File: src/rtl/core/yuyv2rgb_pkg.sv
// ----------------------------------------------------------------------------
// yuyv2rgb_pkg
// Shared types, constants and helpers of the YUYV 4:2:2 to RGB888 converter.
// ----------------------------------------------------------------------------
package yuyv2rgb_pkg;

    // Width of the configuration word and its value after reset.
    localparam int CFG_W             = 13;
    localparam int FRAME_WIDTH_RESET = 640;
    localparam int MAX_WIDTH_DEFAULT = 4096;

    // Depth of the queue between the front and the back end.
    localparam int QUEUE_DEPTH = 2;

    // BT.601 integer coefficients and offsets.
    localparam int COEF_Y    = 298;
    localparam int COEF_RV   = 409;
    localparam int COEF_GU   = 100;
    localparam int COEF_GV   = 208;
    localparam int COEF_BU   = 516;
    localparam int LUMA_OFS  = 16;
    localparam int ROUND_OFS = 128;

    // Width of a channel sum before the shift.
    localparam int SUM_W = 20;

    // One macropixel with its row flags, as queued between front and back.
    typedef struct packed {
        logic [7:0] luma_first;
        logic [7:0] chroma_blue;
        logic [7:0] luma_second;
        logic [7:0] chroma_red;
        logic       second_valid;
        logic       row_end;
    } yuyv2rgb_item_t;

    // Floor shift by eight, then clamp to 0..255.
    function automatic logic [7:0] shift_clamp(input logic signed [SUM_W-1:0] sum);
        logic [SUM_W-9:0] sh;
        logic [7:0]       res;
        sh = sum[SUM_W-1:8];
        if (sh[SUM_W-9])
            res = 8'd0;
        else if (|sh[SUM_W-10:8])
            res = 8'd255;
        else
            res = sh[7:0];
        return res;
    endfunction

endpackage

File: src/rtl/core/yuyv2rgb_front.sv
// ----------------------------------------------------------------------------
// yuyv2rgb_front
// Accepts macropixels, holds the row width and the column counter, and tags
// each beat with its second-pixel and row-end flags before queueing it.
// ----------------------------------------------------------------------------
module yuyv2rgb_front #(
    parameter int MAX_WIDTH = yuyv2rgb_pkg::MAX_WIDTH_DEFAULT
) (
    input  logic                              clk,
    input  logic                              rst_n,
    input  logic                              cfg_valid,
    output logic                              cfg_ready,
    input  logic [yuyv2rgb_pkg::CFG_W-1:0]    cfg_data,
    input  logic                              s_axis_tvalid,
    output logic                              s_axis_tready,
    input  logic [31:0]                       s_axis_tdata,
    input  logic                              q_full,
    output logic                              q_push,
    output yuyv2rgb_pkg::yuyv2rgb_item_t      q_item
);
    import yuyv2rgb_pkg::*;

    localparam int CW  = $clog2(MAX_WIDTH);
    localparam int EW  = $clog2(MAX_WIDTH + 1);
    localparam int CLW = (EW > CFG_W) ? EW : CFG_W;
    localparam int XW  = EW + 1;
    localparam int RESET_WIDTH =
        (FRAME_WIDTH_RESET > MAX_WIDTH) ? MAX_WIDTH : FRAME_WIDTH_RESET;

    logic [EW-1:0]  width_reg;
    logic [EW-1:0]  width_next;
    logic [CW-1:0]  column_reg;
    logic [CW-1:0]  column_next;
    logic [CLW-1:0] cfg_ext;
    logic [XW-1:0]  col_plus1;
    logic [XW-1:0]  col_plus2;
    logic [XW-1:0]  width_ext;
    logic           second_ok;
    logic           last_pair;

    // Configuration is always taken; the width is stored already clamped.
    assign cfg_ready = 1'b1;
    assign cfg_ext   = CLW'(cfg_data);

    always_comb
    begin
        width_next = width_reg;
        if (cfg_valid)
        begin
            if (cfg_ext == '0)
                width_next = EW'(1);
            else if (cfg_ext > CLW'(MAX_WIDTH))
                width_next = EW'(MAX_WIDTH);
            else
                width_next = EW'(cfg_ext);
        end
    end

    // Row position checks for the pair about to be accepted.
    assign col_plus1 = XW'(column_reg) + XW'(1);
    assign col_plus2 = XW'(column_reg) + XW'(2);
    assign width_ext = XW'(width_reg);
    assign second_ok = col_plus1 < width_ext;
    assign last_pair = col_plus2 >= width_ext;

    assign s_axis_tready = !q_full;
    assign q_push        = s_axis_tvalid && !q_full;

    always_comb
    begin
        q_item.luma_first   = s_axis_tdata[7:0];
        q_item.chroma_blue  = s_axis_tdata[15:8];
        q_item.luma_second  = s_axis_tdata[23:16];
        q_item.chroma_red   = s_axis_tdata[31:24];
        q_item.second_valid = second_ok;
        q_item.row_end      = last_pair;
    end

    // Column counter moves on by a pair per beat and wraps at row end.
    always_comb
    begin
        column_next = column_reg;
        if (q_push)
        begin
            if (last_pair)
                column_next = '0;
            else
                column_next = CW'(col_plus2);
        end
    end

    always_ff @(posedge clk or negedge rst_n)
    begin
        if (!rst_n)
        begin
            width_reg  <= EW'(RESET_WIDTH);
            column_reg <= '0;
        end
        else
        begin
            width_reg  <= width_next;
            column_reg <= column_next;
        end
    end

endmodule

File: src/rtl/core/yuyv2rgb_queue.sv
// ----------------------------------------------------------------------------
// yuyv2rgb_queue
// Short first-in first-out queue of tagged macropixels between the front
// and the back end.
// ----------------------------------------------------------------------------
module yuyv2rgb_queue (
    input  logic                          clk,
    input  logic                          rst_n,
    input  logic                          push,
    input  yuyv2rgb_pkg::yuyv2rgb_item_t  push_item,
    output logic                          full,
    input  logic                          pop,
    output logic                          not_empty,
    output yuyv2rgb_pkg::yuyv2rgb_item_t  pop_item
);
    import yuyv2rgb_pkg::*;

    localparam int PW = (QUEUE_DEPTH > 1) ? $clog2(QUEUE_DEPTH) : 1;
    localparam int NW = $clog2(QUEUE_DEPTH + 1);

    yuyv2rgb_item_t mem_reg [QUEUE_DEPTH];
    logic [PW-1:0]  wr_ptr_reg;
    logic [PW-1:0]  wr_ptr_next;
    logic [PW-1:0]  rd_ptr_reg;
    logic [PW-1:0]  rd_ptr_next;
    logic [NW-1:0]  count_reg;
    logic [NW-1:0]  count_next;
    logic           do_push;
    logic           do_pop;

    assign full      = (count_reg == NW'(QUEUE_DEPTH));
    assign not_empty = (count_reg != '0);
    assign do_push   = push && !full;
    assign do_pop    = pop && not_empty;
    assign pop_item  = mem_reg[rd_ptr_reg];

    // Pointer and fill count update.
    always_comb
    begin
        wr_ptr_next = wr_ptr_reg;
        rd_ptr_next = rd_ptr_reg;
        count_next  = count_reg;
        if (do_push)
            wr_ptr_next = (wr_ptr_reg == PW'(QUEUE_DEPTH - 1)) ? '0 : wr_ptr_reg + PW'(1);
        if (do_pop)
            rd_ptr_next = (rd_ptr_reg == PW'(QUEUE_DEPTH - 1)) ? '0 : rd_ptr_reg + PW'(1);
        if (do_push && !do_pop)
            count_next = count_reg + NW'(1);
        else if (do_pop && !do_push)
            count_next = count_reg - NW'(1);
    end

    always_ff @(posedge clk or negedge rst_n)
    begin
        if (!rst_n)
        begin
            wr_ptr_reg <= '0;
            rd_ptr_reg <= '0;
            count_reg  <= '0;
        end
        else
        begin
            wr_ptr_reg <= wr_ptr_next;
            rd_ptr_reg <= rd_ptr_next;
            count_reg  <= count_next;
        end
    end

    // Storage needs no reset.
    always_ff @(posedge clk)
    begin
        if (do_push)
            mem_reg[wr_ptr_reg] <= push_item;
    end

endmodule

File: src/rtl/core/yuyv2rgb_back.sv
// ----------------------------------------------------------------------------
// yuyv2rgb_back
// Two-stage colour conversion: coefficient products, then sums, rounding and
// clamping into the output register that drives the result stream.
// ----------------------------------------------------------------------------
module yuyv2rgb_back (
    input  logic                          clk,
    input  logic                          rst_n,
    input  logic                          q_not_empty,
    input  yuyv2rgb_pkg::yuyv2rgb_item_t  q_item,
    output logic                          q_pop,
    output logic                          m_axis_tvalid,
    input  logic                          m_axis_tready,
    output logic [47:0]                   m_axis_tdata,
    output logic                          m_axis_tuser,
    output logic                          m_axis_tlast
);
    import yuyv2rgb_pkg::*;

    localparam logic signed [SUM_W-1:0] ROUND = SUM_W'(ROUND_OFS);

    // Stage one: products.
    logic                s1_valid_reg;
    logic                s1_valid_next;
    logic [16:0]         s1_y0_reg;
    logic [16:0]         s1_y1_reg;
    logic signed [16:0]  s1_rv_reg;
    logic signed [14:0]  s1_gu_reg;
    logic signed [15:0]  s1_gv_reg;
    logic signed [17:0]  s1_bu_reg;
    logic                s1_sv_reg;
    logic                s1_last_reg;

    // Stage two: result register.
    logic                out_valid_reg;
    logic                out_valid_next;
    logic [47:0]         out_data_reg;
    logic                out_sv_reg;
    logic                out_last_reg;

    logic                s1_en;
    logic                s2_en;
    logic [7:0]          c0;
    logic [7:0]          c1;
    logic signed [7:0]   d;
    logic signed [7:0]   e;
    logic signed [SUM_W-1:0] y0s;
    logic signed [SUM_W-1:0] y1s;
    logic signed [SUM_W-1:0] rv;
    logic signed [SUM_W-1:0] gc;
    logic signed [SUM_W-1:0] bu;
    logic [7:0]          r0;
    logic [7:0]          g0;
    logic [7:0]          b0;
    logic [7:0]          r1;
    logic [7:0]          g1;
    logic [7:0]          b1;

    // Stall chain: a stage loads when it is empty or its successor moves.
    assign s2_en = !out_valid_reg || m_axis_tready;
    assign s1_en = !s1_valid_reg || s2_en;
    assign q_pop = q_not_empty && s1_en;

    assign s1_valid_next  = s1_en ? q_not_empty : s1_valid_reg;
    assign out_valid_next = s2_en ? s1_valid_reg : out_valid_reg;

    // Luma offset with clamp at zero; chroma offset by flipping the top bit.
    assign c0 = (q_item.luma_first < 8'(LUMA_OFS)) ? 8'd0
                                                     : q_item.luma_first - 8'(LUMA_OFS);
    assign c1 = (q_item.luma_second < 8'(LUMA_OFS)) ? 8'd0
                                                      : q_item.luma_second - 8'(LUMA_OFS);
    assign d  = signed'({~q_item.chroma_blue[7], q_item.chroma_blue[6:0]});
    assign e  = signed'({~q_item.chroma_red[7], q_item.chroma_red[6:0]});

    always_ff @(posedge clk)
    begin
        if (s1_en)
        begin
            s1_y0_reg   <= 17'(c0) * 17'(COEF_Y);
            s1_y1_reg   <= 17'(c1) * 17'(COEF_Y);
            s1_rv_reg   <= 17'(e) * 17'sd409;
            s1_gu_reg   <= 15'(d) * 15'sd100;
            s1_gv_reg   <= 16'(e) * 16'sd208;
            s1_bu_reg   <= 18'(d) * 18'sd516;
            s1_sv_reg   <= q_item.second_valid;
            s1_last_reg <= q_item.row_end;
        end
    end

    // Channel sums with rounding offset, then floor shift and clamp.
    assign y0s = SUM_W'(signed'({1'b0, s1_y0_reg})) + ROUND;
    assign y1s = SUM_W'(signed'({1'b0, s1_y1_reg})) + ROUND;
    assign rv  = SUM_W'(s1_rv_reg);
    assign gc  = -SUM_W'(s1_gu_reg) - SUM_W'(s1_gv_reg);
    assign bu  = SUM_W'(s1_bu_reg);

    assign r0 = shift_clamp(y0s + rv);
    assign g0 = shift_clamp(y0s + gc);
    assign b0 = shift_clamp(y0s + bu);
    assign r1 = shift_clamp(y1s + rv);
    assign g1 = shift_clamp(y1s + gc);
    assign b1 = shift_clamp(y1s + bu);

    always_ff @(posedge clk)
    begin
        if (s2_en)
        begin
            out_data_reg[23:0] <= {b0, g0, r0};
            if (s1_sv_reg)
                out_data_reg[47:24] <= {b1, g1, r1};
            else
                out_data_reg[47:24] <= '0;
            out_sv_reg   <= s1_sv_reg;
            out_last_reg <= s1_last_reg;
        end
    end

    always_ff @(posedge clk or negedge rst_n)
    begin
        if (!rst_n)
        begin
            s1_valid_reg  <= 1'b0;
            out_valid_reg <= 1'b0;
        end
        else
        begin
            s1_valid_reg  <= s1_valid_next;
            out_valid_reg <= out_valid_next;
        end
    end

    assign m_axis_tvalid = out_valid_reg;
    assign m_axis_tdata  = out_data_reg;
    assign m_axis_tuser  = out_sv_reg;
    assign m_axis_tlast  = out_last_reg;

endmodule

File: src/rtl/core/yuyv_to_rgb_converter_core.sv
// Path: a macropixel accepted on s_axis goes through the queue, the product
// register and the result register before its beat appears on m_axis.
// One macropixel per cycle while the sink is ready; the two-entry queue and the
// result register let the input side keep taking beats while a result waits.
// Reset: rst_n clears the column counter and the queue, sets the row width
// to 640 (or MAX_WIDTH if smaller) and drops all valid flags at once.
// ----------------------------------------------------------------------------
// yuyv_to_rgb_converter_core
// Packed YUYV 4:2:2 to RGB888 conversion with BT.601 integer coefficients
// and row-end marking against a configurable row width.
// ----------------------------------------------------------------------------
module yuyv_to_rgb_converter_core #(
    parameter int MAX_WIDTH = yuyv2rgb_pkg::MAX_WIDTH_DEFAULT
) (
    input  logic                           clk,
    input  logic                           rst_n,
    // Row width in pixels.
    input  logic                           cfg_valid,
    output logic                           cfg_ready,
    input  logic [yuyv2rgb_pkg::CFG_W-1:0] cfg_data,
    input  logic                           s_axis_tvalid,
    output logic                           s_axis_tready,
    // luma_first, chroma_blue, luma_second, chroma_red (8 bits each)
    input  logic [31:0]                    s_axis_tdata,
    output logic                           m_axis_tvalid,
    input  logic                           m_axis_tready,
    // red_first, green_first, blue_first, red_second, green_second,
    // blue_second (8 bits each)
    output logic [47:0]                    m_axis_tdata,
    // second_valid
    output logic                           m_axis_tuser,
    // row_end
    output logic                           m_axis_tlast
);
    import yuyv2rgb_pkg::*;

    logic           q_full;
    logic           q_push;
    logic           q_pop;
    logic           q_not_empty;
    yuyv2rgb_item_t push_item;
    yuyv2rgb_item_t pop_item;

    // Front end: accept, count columns, tag beats.
    yuyv2rgb_front #(
        .MAX_WIDTH (MAX_WIDTH)
    ) u_front (
        .clk           (clk),
        .rst_n         (rst_n),
        .cfg_valid     (cfg_valid),
        .cfg_ready     (cfg_ready),
        .cfg_data      (cfg_data),
        .s_axis_tvalid (s_axis_tvalid),
        .s_axis_tready (s_axis_tready),
        .s_axis_tdata  (s_axis_tdata),
        .q_full        (q_full),
        .q_push        (q_push),
        .q_item        (push_item)
    );

    // Decoupling queue.
    yuyv2rgb_queue u_queue (
        .clk       (clk),
        .rst_n     (rst_n),
        .push      (q_push),
        .push_item (push_item),
        .full      (q_full),
        .pop       (q_pop),
        .not_empty (q_not_empty),
        .pop_item  (pop_item)
    );

    // Back end: conversion pipeline and result register.
    yuyv2rgb_back u_back (
        .clk           (clk),
        .rst_n         (rst_n),
        .q_not_empty   (q_not_empty),
        .q_item        (pop_item),
        .q_pop         (q_pop),
        .m_axis_tvalid (m_axis_tvalid),
        .m_axis_tready (m_axis_tready),
        .m_axis_tdata  (m_axis_tdata),
        .m_axis_tuser  (m_axis_tuser),
        .m_axis_tlast  (m_axis_tlast)
    );

endmodule

File: config.mk
export PLATFORM = sky130hd
export DESIGN_NAME = yuyv_to_rgb_converter_core
export DESIGN_NICKNAME = d
export VERILOG_FILES = /design/src/rtl/core/yuyv2rgb_pkg.sv /design/src/rtl/core/yuyv2rgb_front.sv /design/src/rtl/core/yuyv2rgb_queue.sv /design/src/rtl/core/yuyv2rgb_back.sv /design/src/rtl/core/yuyv_to_rgb_converter_core.sv
export SDC_FILE = /design/constraint.sdc
export NUM_CORES = 1
export LEC_CHECK = 0
export BUFFER_PORTS_ARGS = -buffer_cell sky130_fd_sc_hd__clkbuf_2
export CELL_PAD_IN_SITES_DETAIL_PLACEMENT = 1
export CELL_PAD_IN_SITES_GLOBAL_PLACEMENT = 1
export CORE_MARGIN = 4
export CORE_UTILIZATION = 46
export DETAILED_ROUTE_END_ITERATION = 10
export GPL_TIMING_DRIVEN = 0
export MAX_ROUTING_LAYER = met4
export PLACE_DENSITY_LB_ADDON = 0.05
export SLEW_MARGIN = 20
export SYNTH_ARGS = -nofsm -noshare
export SYNTH_HDL_FRONTEND = slang
export SYNTH_SLANG_ARGS = --single-unit
File: constraint.sdc
create_clock -name clk -period 5.4 [get_ports clk]
set_input_delay 0 -clock clk [delete_from_list [all_inputs] [get_ports clk]]
set_output_delay 0 -clock clk [all_outputs]
set_load 0.01 [all_outputs]
==> impl_metrics.json, run 1 <==
{
  "htreeDepth": 1,
  "hold_viol": 0,
  "vias_per_cell": 5.410,
  "ys.flop_type": "edfxtp_1",
  "fin_crit_ns": 5.131,
  "path_cells": "clkbuf_8 > buf_6 > mux2i_4 > fa_1 > fa_1 > fa_1 > fa_1 > inv_1 > ha_1 > inv_1 > o21bai_1 > a21oi_1 > nor2b_1 > o21a_1 > o21ai_0 > nand2b_1 > a21oi_1 > xnor2_1",
  "clkSinkCount": 235,
  "antenna_found_initial": 3,
  "synth_xor_xnor_area_share_pct": 6.757,
  "die_h_um": 209.8,
  "ant_nets": 0,
  "synth_enable_flop_cells": 205,
  "firstDrtPassIters": 5,
  "start_util_pct": 46.84,
  "num_rows": 73,
  "overflow": 0,
  "synth-compound-area-share_pct": 13.01,
  "largest_reg_flops": 68,
  "synthArstFlopShare_pct": 12.77,
  "crit_path_start_kind": "flop",
  "crit_slowest_cell": "fa_1",
  "reg2regPathDepth": 18,
  "maxSlewViolCount": 0,
  "worstSetupEndpoint": "u_back.s1_rv_reg[15]$_DFFE_PN_",
  "slew_headroom_pct": 34.87,
  "cap_violations": 0,
  "clkTransAtPathRegs_ns": 0.06,
  "layout_commonest_cell": "ha_1",
  "clock_latency_ns": 0.57,
  "portBuffers": 100,
  "crit_path_frequent_cell": "fa_1",
  "finalInstanceArea_sq_um": 21810,
  "drt-total-wl_mm": 47.83,
  "worst_pin_slew_ns": 0.9700,
  "end_kind": "flop",
  "fin_crit_sh_pct": 95.03,
  "nNetsFinal": 2372,
  "fin_skew_ns": 0.02486,
  "startpoint": "u_queue.rd_ptr_reg$_DFFE_PN0P_",
  "setup_viol": 0,
  "synthMuxAreaShare_pct": 2.584,
  "num_io_pins": 103,
  "r2r_start": "u_queue.rd_ptr_reg$_DFFE_PN0P_",
  "required_ns": 5.72,
  "synth_top_family_by_area": "adder cells",
  "die_area_sq_um": 44030,
  "holdWs_ns": 0.03758,
  "synthesis.nets": 2164,
  "drc": 0,
  "final_core_util_pct": 54.51,
  "cts_buffer_depth": 3,
  "synthSimpleGateAreaFrac_pct": 9.481,
  "cts_root_buffer": "clkbuf_16",
  "outcome": "finished, final reports clean",
  "vias": 13530,
  "seq_area_frac_synth_pct": 36.87,
  "gr-usage-all-layers_pct": 22.36,
  "max_freq_mhz": 194.9,
  "min_path_type": "in -> async",
  "grt_pass1_vias": 14460,
  "r2r_setup_slack_ns": 0.27,
  "place_area_sq_um": 20060,
  "cp.arrival_ns": 5.45,
  "fp.dieW_um": 209.8,
  "worstReg2RegEnd": "u_back.s1_rv_reg[15]$_DFFE_PN_",
  "grt_pass1_wl_mm": 77.06,
  "path_class": "reg -> reg",
  "cts_buffers": 27,
  "gp_congestion": 0.8824,
  "drtIter0Drc": 668,
  "cts_tree": "yes",
  "path_max_fanout": 10,
  "core_area_sq_um": 40010,
  "syn_area_sq_um": 18740,
  "synthToLayoutAreaGrowth_pct": 16.37,
  "synthAdderAreaFrac_pct": 26.50,
  "grt_max_degree": 52,
  "timing.setup.tns_ns": 0,
  "layout_common_cells": "ha_1, inv_1, edfxtp_1",
  "synth_cell_type_count": 93,
  "syn_inst": 1744,
  "avgSynthCellArea_sq_um": 10.75,
  "wl_per_cell_um": 19.13,
  "drive_gt1_share_pct": 11.92,
  "synth-seq-cells": 235,
  "slowest_delay_ns": 0.56,
  "dp_hpwl_mm": 38.18,
  "ys_warn_count": 0
}
-- kinds of logic after synthesis --
family / count (synthesis)
AOI/OAI and AO/OA: 359
xor gates and xnor gates: 140
adders and majority gates: 372
buffers and inverters: 236
DFF: 235
muxes: 44
other: 2
and+or+nand+nor: 356
-- worst max-delay path, delay by kind of cell (launching register included) --
family	cells	cell delay, ns
flip-flops	1	0.44
multiplexers	1	0.34
AO/OA/AOI/OAI	5	0.87
buffers and inverters	4	0.57
AND/OR/NAND/NOR	2	0.16
adder cells (fa/ha/maj)	5	2.38
XOR/XNOR	1	0.09
-- final cells by class --
type | count | area, sq um
tap | 525 | 656.9
sequential | 235 | 6910
antenna | 3 | 7.507
buffer | 26 | 140.1
clock buffer | 35 | 758.2
clock inverter | 14 | 132.6
fill | 4383 | 18200
timing repair buffer | 181 | 1333
inverter | 208 | 784.5
multi-input combinational | 1273 | 11090
-- metal layers --
layer  share of wire (%)  GRT usage [%]  up-vias
met5                   0              -        -
met4                 2.3          5.423        0
met3                 2.8          2.377       71
met2                  50          38.81      172
met1                  45          28.25     6589
li1                    -              -     6694
-- synth_stat cells (3+ instances only) --
cell / instances / area share [%]
o211ai_1: 3 / 0.12
o22ai_1: 5 / 0.17
nand4_1: 11 / 0.37
a21o_1: 26 / 1.0
o21ai_0: 71 / 1.9
nand2_1: 73 / 1.5
and3_1: 13 / 0.43
a21oi_1: 89 / 2.4
or3_1: 12 / 0.40
nor3_1: 31 / 0.83
nor4_1: 9 / 0.30
o21a_1: 57 / 2.3
a22o_1: 3 / 0.14
a41oi_1: 4 / 0.19
a21boi_0: 4 / 0.16
nand3_1: 29 / 0.77
or2_2: 5 / 0.17
edfxtp_1: 205 / 33
o41ai_1: 4 / 0.19
nor2b_1: 28 / 0.93
clkbuf_1: 23 / 0.46
dfrtp_1: 28 / 3.7
inv_1: 208 / 4.2
and2_1: 4 / 0.13
ha_1: 328 / 22
nand2b_1: 21 / 0.70
a31oi_1: 10 / 0.33
xor2_1: 48 / 2.2
o21bai_1: 19 / 0.76
a31o_2: 3 / 0.14
nor2_1: 102 / 2.0
mux2i_1: 27 / 1.4
a211oi_1: 8 / 0.32
o211a_1: 13 / 0.69
mux2_2: 15 / 0.90
fa_1: 42 / 4.5
a311o_1: 3 / 0.16
xnor2_1: 89 / 4.2
nand3b_1: 5 / 0.20
-- how the worst min path moves through the flow --
| stage | from | endpoint | slack (ns) |
|---|---|---|---|
| 4_1_cts | rst_n | u_queue.wr_ptr_reg$_DFFE_PN0P_ | 0.03 |
| 3_3_place_gp | rst_n | u_back.m_axis_tvalid$_DFFE_PN0P_ | 0.11 |
| 2_1_floorplan | rst_n | u_back.m_axis_tvalid$_DFFE_PN0P_ | -0.30 |
| 5_1_grt | rst_n | u_back.s1_valid_reg$_DFFE_PN0N_ | 0.1 |
| 6_report | rst_n | u_back.s1_valid_reg$_DFFE_PN0N_ | 0.04 |
| 3_5_place_dp | rst_n | u_back.m_axis_tvalid$_DFFE_PN0P_ | 0.12 |
-- metrics by stage --
stage,setup WS [ns],instances
CTS,0.005967,2489
floorplan,0.03202,1744
finish,0.2685,2500
detailed placement,-1.295,2377
global route,-0.01892,2500
global placement,-1.256,2369
-- repair_timing --
action / 4_1_cts / 5_1_grt
cloned: 0 / 0
endpoints found under the setup margin: 27 / 26
buffers inserted: 1 / 9
hold buffers: 63 / 0
resized for setup: 18 / 24
hold endpoints to repair: 111 / 0
pin swaps: 0 / 2
Power of run 1 is left out: the tool's default activity adds up to more than one toggle a clock period on the data nets, which glitch-free logic cannot reach.
==> run 2, diff against run 1 <==
--- a/config.mk
+++ b/config.mk
@@ -9,7 +9,7 @@
 export CELL_PAD_IN_SITES_DETAIL_PLACEMENT = 1
 export CELL_PAD_IN_SITES_GLOBAL_PLACEMENT = 1
 export CORE_MARGIN = 4
-export CORE_UTILIZATION = 46
+export CORE_UTILIZATION = 50
 export DETAILED_ROUTE_END_ITERATION = 10
 export GPL_TIMING_DRIVEN = 0
 export MAX_ROUTING_LAYER = met4
==> constraint.sdc (replaced) <==
create_clock -name clk -period 5.9 [get_ports clk]
set_input_delay 0 -clock clk [delete_from_list [all_inputs] [get_ports clk]]
set_output_delay 0 -clock clk [all_outputs]
set_load 0.01 [all_outputs]
==> run 2 against run 1 <==
Critical endpoint is now u_back.s1_rv_reg[16]$_DFFE_PN_. Die area down 7.7%. Flip-flop and latch count stayed put. Wire length grew 3.8%. Maximum frequency fell by 9.0%.
==> impl_metrics.json, run 2 (synthesized netlist as in run 1, its figures left out) <==
{
  "reg2regPathDepth": 20,
  "worst_pin_slew_ns": 1.008,
  "setup_viol": 0,
  "num_io_pins": 103,
  "ant_nets": 0,
  "cts_buffer_depth": 3,
  "drive_gt1_share_pct": 10.91,
  "grt_pass1_vias": 14910,
  "crit_path_start_kind": "flop",
  "portBuffers": 100,
  "fin_crit_sh_pct": 95.54,
  "antenna_found_initial": 1,
  "cts_tree": "yes",
  "dpl.cell_count": 2319,
  "outcome": "finished, final reports clean",
  "wl_per_cell_um": 20.41,
  "drt-met1-wl_mm": 21.38,
  "htreeDepth": 1,
  "cts_root_buffer": "clkbuf_16",
  "die_h_um": 201.6,
  "synthToLayoutAreaGrowth_pct": 15.56,
  "r2r_setup_slack_ns": 0.26,
  "slowest_delay_ns": 0.52,
  "fin_skew_ns": 0.01948,
  "fp.dieW_um": 201.6,
  "end_kind": "flop",
  "num_rows": 70,
  "clkTransAtPathRegs_ns": 0.07,
  "rsz0062_at_grt": "yes",
  "final_cells": 2431,
  "dr_wl_met3_mm": 1.638,
  "nNetsFinal": 2361,
  "vias_per_cell": 5.619,
  "cts_buffers": 27,
  "top_layer_used": "met4",
  "hold_viol": 0,
  "overflow": 0,
  "maxSlewViolCount": 0,
  "crit_path_frequent_cell": "ha_1",
  "clkSinkCount": 235,
  "grt_max_degree": 52,
  "path_max_fanout": 10,
  "path_class": "reg -> reg",
  "grt_pass1_wl_mm": 79.27,
  "fin_crit_ns": 5.637,
  "final_core_util_pct": 58.87,
  "firstDrtPassIters": 6,
  "cts_setup_buffers": 0,
  "drtIter0Drc": 540,
  "fillers": 3988,
  "vias": 13660,
  "largest_reg_flops": 68,
  "path_cells": "buf_4 > buf_4 > mux2i_2 > inv_1 > ha_1 > ha_1 > ha_1 > inv_1 > fa_1 > inv_1 > ha_1 > a21o_1 > a21oi_1 > o21bai_1 > a21oi_1 > o21bai_1 > a21oi_1 > o21ai_0 > o41ai_2 > xnor2_1",
  "core_area_sq_um": 36790,
  "wl_met2_mm": 24.66,
  "dp_hpwl_mm": 38.23,
  "required_ns": 6.19,
  "timing.setup.tns_ns": 0,
  "cp.arrival_ns": 5.92,
  "max_freq_mhz": 177.4,
  "start_util_pct": 50.95,
  "crit_slowest_cell": "dfrtp_2",
  "layout_commonest_cell": "ha_1",
  "clock_latency_ns": 0.58,
  "die_area_sq_um": 40640,
  "min_path_type": "in -> async",
  "cap_violations": 0,
  "drt-total-wl_mm": 49.62,
  "gr-usage-all-layers_pct": 24.92,
  "drc": 0,
  "layout_common_cells": "ha_1, inv_1, edfxtp_1",
  "slew_headroom_pct": 32.29,
  "gp_congestion": 0.8944
}
[run 2: final cells by class]
class | instances | area, sq um | share of cell area (%)
Antenna cell | 1 | 2.502 | 0.01155
Buffer | 27 | 120.1 | 0.5546
Clock buffer | 30 | 686.9 | 3.172
Clock inverter | 20 | 337.8 | 1.560
Inverter | 208 | 780.7 | 3.605
Multi-Input combinational cell | 1273 | 11000 | 50.78
Sequential cell | 235 | 6910 | 31.91
Tap cell | 468 | 585.6 | 2.704
Timing Repair Buffer | 169 | 1236 | 5.708
[run 2: path summary, 6_finish.rpt]
kind / from / end
worst min register to register: u_back.s1_last_reg$_DFFE_PN_ / u_back.m_axis_tlast$_DFFE_PP_
worst min-delay path: rst_n / u_front.width_reg[8]$_DFFE_PN0P_
worst max register to register: u_queue.rd_ptr_reg$_DFFE_PN0P_ / u_back.s1_rv_reg[16]$_DFFE_PN_
max in group asynchronous: rst_n / u_queue.rd_ptr_reg$_DFFE_PN0P_
min in group clk: s_axis_tdata[5] / u_queue.mem_reg[0][31]$_DFFE_PP_
worst max-delay path: u_queue.rd_ptr_reg$_DFFE_PN0P_ / u_back.s1_rv_reg[16]$_DFFE_PN_
[run 2: layer usage]
metal / up-vias / track usage (%)
met4: 0 / 8.008
met3: 93 / 3.094
met2: 232 / 43.50
met5: - / -
li1: 6654 / -
met1: 6682 / 30.18
[run 2: timing repair]
item | 4_1_cts | 5_1_grt
setup endpoints to repair | 17 | 7
hold buffers | 62 | 0
gates resized for setup | 10 | 9
pin swaps | 0 | 0
hold endpoints to repair | 109 | 0
[run 2: per-stage QoR]
stage / setup WS [ns] / instance area [sq um] / hold slack, ns
after floorplan: 0.2900 / 18740 / -0.2956
after global placement: -1.105 / 19830 / 0.1132
after detailed placement: -1.367 / 19960 / 0.1217
after CTS: 0.0008473 / 21640 / 0.05834
after global routing: -0.06405 / 21660 / 0.1297
final: 0.2631 / 21660 / 0.05412
[run 2: worst max-delay path, delay by kind of cell (launching register included)]
family,cells,cell delay (ns)
buffers and inverters,5,0.87
DFF,1,0.52
adders and majority gates,5,1.79
xor gates and xnor gates,1,0.12
muxes,1,0.33
AOI/OAI and AO/OA,8,1.69
Power of run 2 is left out for the same reason.
